==> config.mk <==
export PLATFORM = sky130hd
export DESIGN_NAME = mpmq_controller
export DESIGN_NICKNAME = d
export VERILOG_FILES = /design/src/hw/rtl/mpmq_pkg.sv /design/src/hw/rtl/mpmq_controller.sv
export SDC_FILE = /design/constraint.sdc
export NUM_CORES = 1
export LEC_CHECK = 0
export BUFFER_PORTS_ARGS = -buffer_cell sky130_fd_sc_hd__buf_2
export CORE_AREA = 5 5 42 44
export DETAILED_ROUTE_END_ITERATION = 16
export DIE_AREA = 0 0 47 49
export GPL_ROUTABILITY_DRIVEN = 0
export GPL_TIMING_DRIVEN = 1
export PLACE_DENSITY = 0.41
export SETUP_SLACK_MARGIN = 0.15
export SYNTH_ARGS = -nofsm -noshare
export SYNTH_HDL_FRONTEND = slang
export SYNTH_SLANG_ARGS = --single-unit
==> constraint.sdc <==
create_clock -name clock -period 1 [get_ports clock]
set_input_delay 0.3 -clock clock [delete_from_list [all_inputs] [get_ports clock]]
set_output_delay 0.3 -clock clock [all_outputs]
set_load 0.05 [all_outputs]
==> src/hw/rtl/mpmq_pkg.sv <==
// ----------------------------------------------------------------------------
// Multi-port mailbox queue package
// Shared sizes, opcodes, status codes and the controller command struct.
// ----------------------------------------------------------------------------
package mpmq_pkg;

   // Sizing
   localparam int PORT_COUNT   = 16;
   localparam int QUEUE_DEPTH  = 16;
   localparam int PAYLOAD_BITS = 32;

   localparam int PORT_W    = (PORT_COUNT > 1) ? $clog2(PORT_COUNT) : 1;
   localparam int PTR_W     = $clog2(QUEUE_DEPTH);
   localparam int CNT_W     = $clog2(QUEUE_DEPTH + 1);
   localparam int ADDR_W    = PORT_W + PTR_W;
   localparam int MEM_DEPTH = PORT_COUNT * (2 ** PTR_W);
   localparam int MSG_W     = 32 + PAYLOAD_BITS;

   localparam logic [15:0]      PORT_LIMIT = 16'(PORT_COUNT);
   localparam logic [CNT_W-1:0] QUEUE_FULL = CNT_W'(QUEUE_DEPTH);
   localparam logic [PTR_W-1:0] PTR_LAST   = PTR_W'(QUEUE_DEPTH - 1);

   // Opcodes
   localparam logic [1:0] OP_SEND    = 2'd0;
   localparam logic [1:0] OP_RECEIVE = 2'd1;
   localparam logic [1:0] OP_NOTIFY  = 2'd2;

   // Status codes
   localparam logic [2:0] ST_OK        = 3'd0;
   localparam logic [2:0] ST_BAD_PORT  = 3'd1;
   localparam logic [2:0] ST_FULL      = 3'd2;
   localparam logic [2:0] ST_WAITING   = 3'd3;
   localparam logic [2:0] ST_NO_CALLER = 3'd4;
   localparam logic [2:0] ST_NO_WAITER = 3'd5;

   // Controller to datapath commands
   typedef struct packed {
      logic capture;   // latch request, sample waiter match vector
      logic execute;   // update port state, issue store access
      logic load_out;  // load response register
   } mpmq_cmd_type;

endpackage

==> src/hw/rtl/mpmq_controller.sv <==
// ----------------------------------------------------------------------------
// Mailbox controller
// Sequences capture, execute and response load, and owns the handshakes.
// ----------------------------------------------------------------------------
module mpmq_controller (
   input  logic                   clock,
   input  logic                   reset,
   input  logic                   req_valid,
   output logic                   req_ready,
   output logic                   rsp_valid,
   input  logic                   rsp_ready,
   output mpmq_pkg::mpmq_cmd_type cmd
);

   localparam logic [1:0] S_IDLE   = 2'd0;
   localparam logic [1:0] S_EXEC   = 2'd1;
   localparam logic [1:0] S_FINISH = 2'd2;

   logic [1:0] state_ff, state_in;
   logic       rsp_valid_ff, rsp_valid_in;
   logic       out_free;

   assign out_free = !rsp_valid_ff || rsp_ready;

   // Next state and commands
   always_comb begin
      state_in  = state_ff;
      cmd       = '0;
      req_ready = 1'b0;
      unique case (state_ff)
         S_IDLE: begin
            req_ready = 1'b1;
            if (req_valid) begin
               cmd.capture = 1'b1;
               state_in    = S_EXEC;
            end
         end
         S_EXEC: begin
            cmd.execute = 1'b1;
            state_in    = S_FINISH;
         end
         S_FINISH: begin
            if (out_free) begin
               cmd.load_out = 1'b1;
               req_ready    = 1'b1;
               if (req_valid) begin
                  cmd.capture = 1'b1;
                  state_in    = S_EXEC;
               end else begin
                  state_in = S_IDLE;
               end
            end
         end
         default: begin
            state_in = S_IDLE;
         end
      endcase
      // Hold off new transactions while reset is applied
      if (reset) begin
         req_ready   = 1'b0;
         cmd.capture = 1'b0;
      end
   end

   // Response valid: set on load, drop when taken
   always_comb begin
      rsp_valid_in = rsp_valid_ff;
      if (cmd.load_out) begin
         rsp_valid_in = 1'b1;
      end else if (rsp_ready) begin
         rsp_valid_in = 1'b0;
      end
   end

   always_ff @(posedge clock) begin
      if (reset) begin
         state_ff     <= S_IDLE;
         rsp_valid_ff <= 1'b0;
      end else begin
         state_ff     <= state_in;
         rsp_valid_ff <= rsp_valid_in;
      end
   end

   assign rsp_valid = rsp_valid_ff;

   // Checks
   a_exec_after_capture: assert property (@(posedge clock) disable iff (reset)
      (state_ff == S_EXEC) |-> $past(cmd.capture))
      else $error("execute without a captured transaction");

   a_no_accept_in_exec: assert property (@(posedge clock) disable iff (reset)
      (state_ff == S_EXEC) |-> !req_ready)
      else $error("request accepted while executing");

   a_load_only_when_free: assert property (@(posedge clock) disable iff (reset)
      cmd.load_out |-> (!rsp_valid_ff || rsp_ready))
      else $error("response overwritten before it was taken");

   a_load_sets_valid: assert property (@(posedge clock) disable iff (reset)
      cmd.load_out |=> rsp_valid_ff)
      else $error("loaded response not presented");

endmodule

## After elaboration in Yosys (flattened, before gate mapping)

Index checks and enable logic that the tools add are counted.

- Bits in registers: 3
- Input bits: 4

- Equality and inequality tests: 4
- Muxes and demuxes: 15
- Reduce and logical (&&, ||, !) cells: 5

Operators with widths:

| operator | number |
|---|---|
| two-way mux 1 bit | 10 |
| case mux 2 bit (3 select lines) | 1 |
| two-way mux 2 bit | 2 |
| != test 2 bit (second input constant) | 2 |
| case mux 1 bit (2 select lines) | 2 |
| equality test 2 x 1 -> 1 bit (second input constant) | 1 |
| equality test 2 bit (second input constant) | 1 |
| logical NOT 2 bit | 1 |
| AND reduction 2 bit | 1 |
| nonzero test 2 bit | 1 |
| logical NOT 1 bit | 1 |
| logical OR 1 bit | 1 |

## Longest topological paths before layout

- Depth after elaboration: 5
- Depth in mapped cells: 3

## Worst setup path before layout

OpenSTA, ideal clock, no wires.

- Path kind: reg-to-output
- Start point: register rsp_valid_ff (netlist: rsp_valid)
- End point: output port cmd[2] in the netlist's numbering
- Data arrival time: 2509 ps
- Data required time: 700 ps
- Setup slack: -1809 ps
- Stages on the path, launching flop included: 3
- Path buffers: 0
- Cell sequence: dfxtp_1 -> nor2b_4 -> a2111oi_1

RTL lines:

| what | RTL line | source |
|---|---|---|
| start: declaration | mpmq_controller.sv:20 | `logic rsp_valid_ff, rsp_valid_in;` |
| start signal: assignment | mpmq_controller.sv:81 | `rsp_valid_ff <= rsp_valid_in;` |
| end: declaration | mpmq_controller.sv:12 | `output mpmq_pkg::mpmq_cmd_type cmd` |

==> impl_metrics.json <==
{
  "status": "finished, violations left",
  "violations": "setup timing",
  "yosys.area.top_type_share_pct": 35.3,
  "synth_nets": 21,
  "synthesis.area_um2": 170,
  "area_growth_pct": 174,
  "end_kind": "primary output",
  "ff_latch_area_um2": 71.3,
  "yosys_warnings": 0,
  "core_um2": 1400,
  "finalCritPeriodShare_pct": 150,
  "vias": 203,
  "dp_hpwl_um": 414,
  "grt_use_total_pct": 6.34,
  "p_per_area_nw_per_um2": 1050,
  "antenna_found_initial": 0,
  "grtUsageMet1_pct": 4.41,
  "die_area_um2": 2300,
  "ys_ff_latch": 3,
  "p_leak_nw": 0.201,
  "avgViaCountPerCell": 3.76,
  "drc": 0,
  "die_w_um": 47,
  "cpMaxStageDelayCell": "dfxtp_4",
  "start_kind": "flop",
  "fin_nets": 43,
  "cp_top_family": "flip-flops",
  "drive_above_1_share_pct": 89.5,
  "crit_chain": "nor2b_4 -> a2111oi_4 -> buf_6",
  "port_buffers": 8,
  "clock-sinks": 3,
  "rsz0062_at_grt": "true",
  "cts-root-buf": "clkbuf_4",
  "grt_max_degree": 6,
  "worst-setup-path-type": "reg2out",
  "synthCells": 17,
  "fmax_ghz": 0.666,
  "ioPinCount": 9,
  "clk_latency_ns": 0.23,
  "num_rows": 14,
  "yosysSeqAreaShare_pct": 35.3,
  "ir_worst_vdd_uv": 471,
  "finalPower_mw": 0.492,
  "multi_input_area_um2": 173,
  "die_h_um": 49,
  "final_cell_mix": "buf_6, buf_4, clkbuf_4, buf_2, dfxtp_4",
  "hold_path_class": "in2reg",
  "drt_iter0_drc": 0,
  "wl_per_cell_um": 11.6,
  "finalHoldViolCount": 0,
  "n_antenna_cell": 0,
  "overflow": 0,
  "layoutNonFillerInstCount": 54,
  "path_max_fanout": 3,
  "crit_buf_inv": 1,
  "arrival_ns": 1.20,
  "clock_path_buffers": 2,
  "totalWireLength_um": 627,
  "setup_viol": 7,
  "max-cap-violations": 0,
  "final.setup.worst_slack_ns": -0.502,
  "ant_nets": 0,
  "numCtsBuffers": 3,
  "place_inst": 46,
  "synth_area_leaders": "dfxtp_1, a2111oi_1, buf_4",
  "fill_cells": 153,
  "clk_pin_slew_ns": 0.04,
  "syn_avg_cell_area_um2": 10.0,
  "final_common_cell": "buf_6",
  "use_met3_pct": 2.21,
  "met2_usage_pct": 13.1,
  "start_util_pct": 12.1,
  "cts_tree": "done",
  "first_global_vias": 255,
  "grt_busiest_layer": "met2",
  "yosysUniqueCellTypes": 12,
  "grt_pass1_wl_um": 1050,
  "cp_slowest_stage_delay_ns": 0.33,
  "slew_violations": 0,
  "h-tree-depth": 1,
  "min_period_ns": 1.50,
  "dr.pass1.iters": 1,
  "finClkSkew_ns": 0.00226,
  "worstPathRequired_ns": 0.70,
  "max_slew_margin_pct": 82.8,
  "preCtsSetupSlack_ns": -0.353,
  "worst_pin_slew_ns": 0.258,
  "synth_largest_area_cell": "dfxtp_1"
}
## sequential cells by signal, summed over array words and instances (netlist names)
signal / flops
rsp_valid: 1
state_ff: 2
## worst paths after layout
path               startpoint           to  slack [ns]  depth (start not counted)
setup reg to reg    rsp_valid  state_ff[1]       -0.25                          6
hold reg to reg   state_ff[0]  state_ff[0]        0.60                          2
setup / recovery    rsp_valid       cmd[2]       -0.50                          3
hold / removal      rsp_ready    rsp_valid        0.39                          3
## cell usage after synthesis
cell and number:
nor2_1 1, o21ba_1 1, nor2b_1 1, nand2b_1 2, inv_1 1, a211oi_1 1, buf_4 2, nor2b_4 1
a21oi_1 1, a2111oi_1 2, and4bb_1 1, dfxtp_1 3
## kinds of logic after synthesis
logic type	synth area share, %
compound gates	25.0
buf+inv	11.0
flops	35.3
simple gates	28.7
## through the flow
| step | hold WS, ns | cell area (um2) | setup TNS, ns | util, % |
|---|---|---|---|---|
| after floorplan | 0.359 | 224 | -1.12 | - |
| after global placement | 0.578 | 314 | -1.18 | 22.4 |
| after detailed placement | 0.578 | 314 | -1.17 | 22.4 |
| after CTS | 0.384 | 440 | -2.11 | 31.4 |
| after global routing | 0.397 | 467 | -2.60 | 33.3 |
| final | 0.395 | 467 | -2.26 | 33.3 |
## power breakdown
group | total (mW) | switching (mW) | internal [mW]
clock network | 0.209 | 0.0597 | 0.149
registers | 0.132 | 0.0100 | 0.122
logic | 0.151 | 0.0766 | 0.0746
total | 0.492 | 0.146 | 0.346
## worst min-delay path, cell delays in order
cell	delay, ns
buf_2	0.12
nand2b_4	0.13
a21oi_2	0.04
## repair_timing
action	4_1_cts	5_1_grt
endpoints found under the setup margin	8	8
gates cloned	0	0
hold buffers	0	0
buffers inserted	3	1
resized for setup	19	4
pin swaps	0	0
## final cells by class
cell class	count	share of cell area, %
Tap cell	16	4.29
Multi-Input combinational cell	11	37.0
Sequential cell	3	15.3
Timing Repair Buffer	19	37.0
Clock buffer	4	5.63
Inverter	1	0.804
## layer usage
layer	part of all wire, %	vias to the layer above
met5	0	-
met2	68	3
met1	29	99
met3	3.2	0
met4	0	0
li1	-	101
Power figures use the tool's default switching activity.
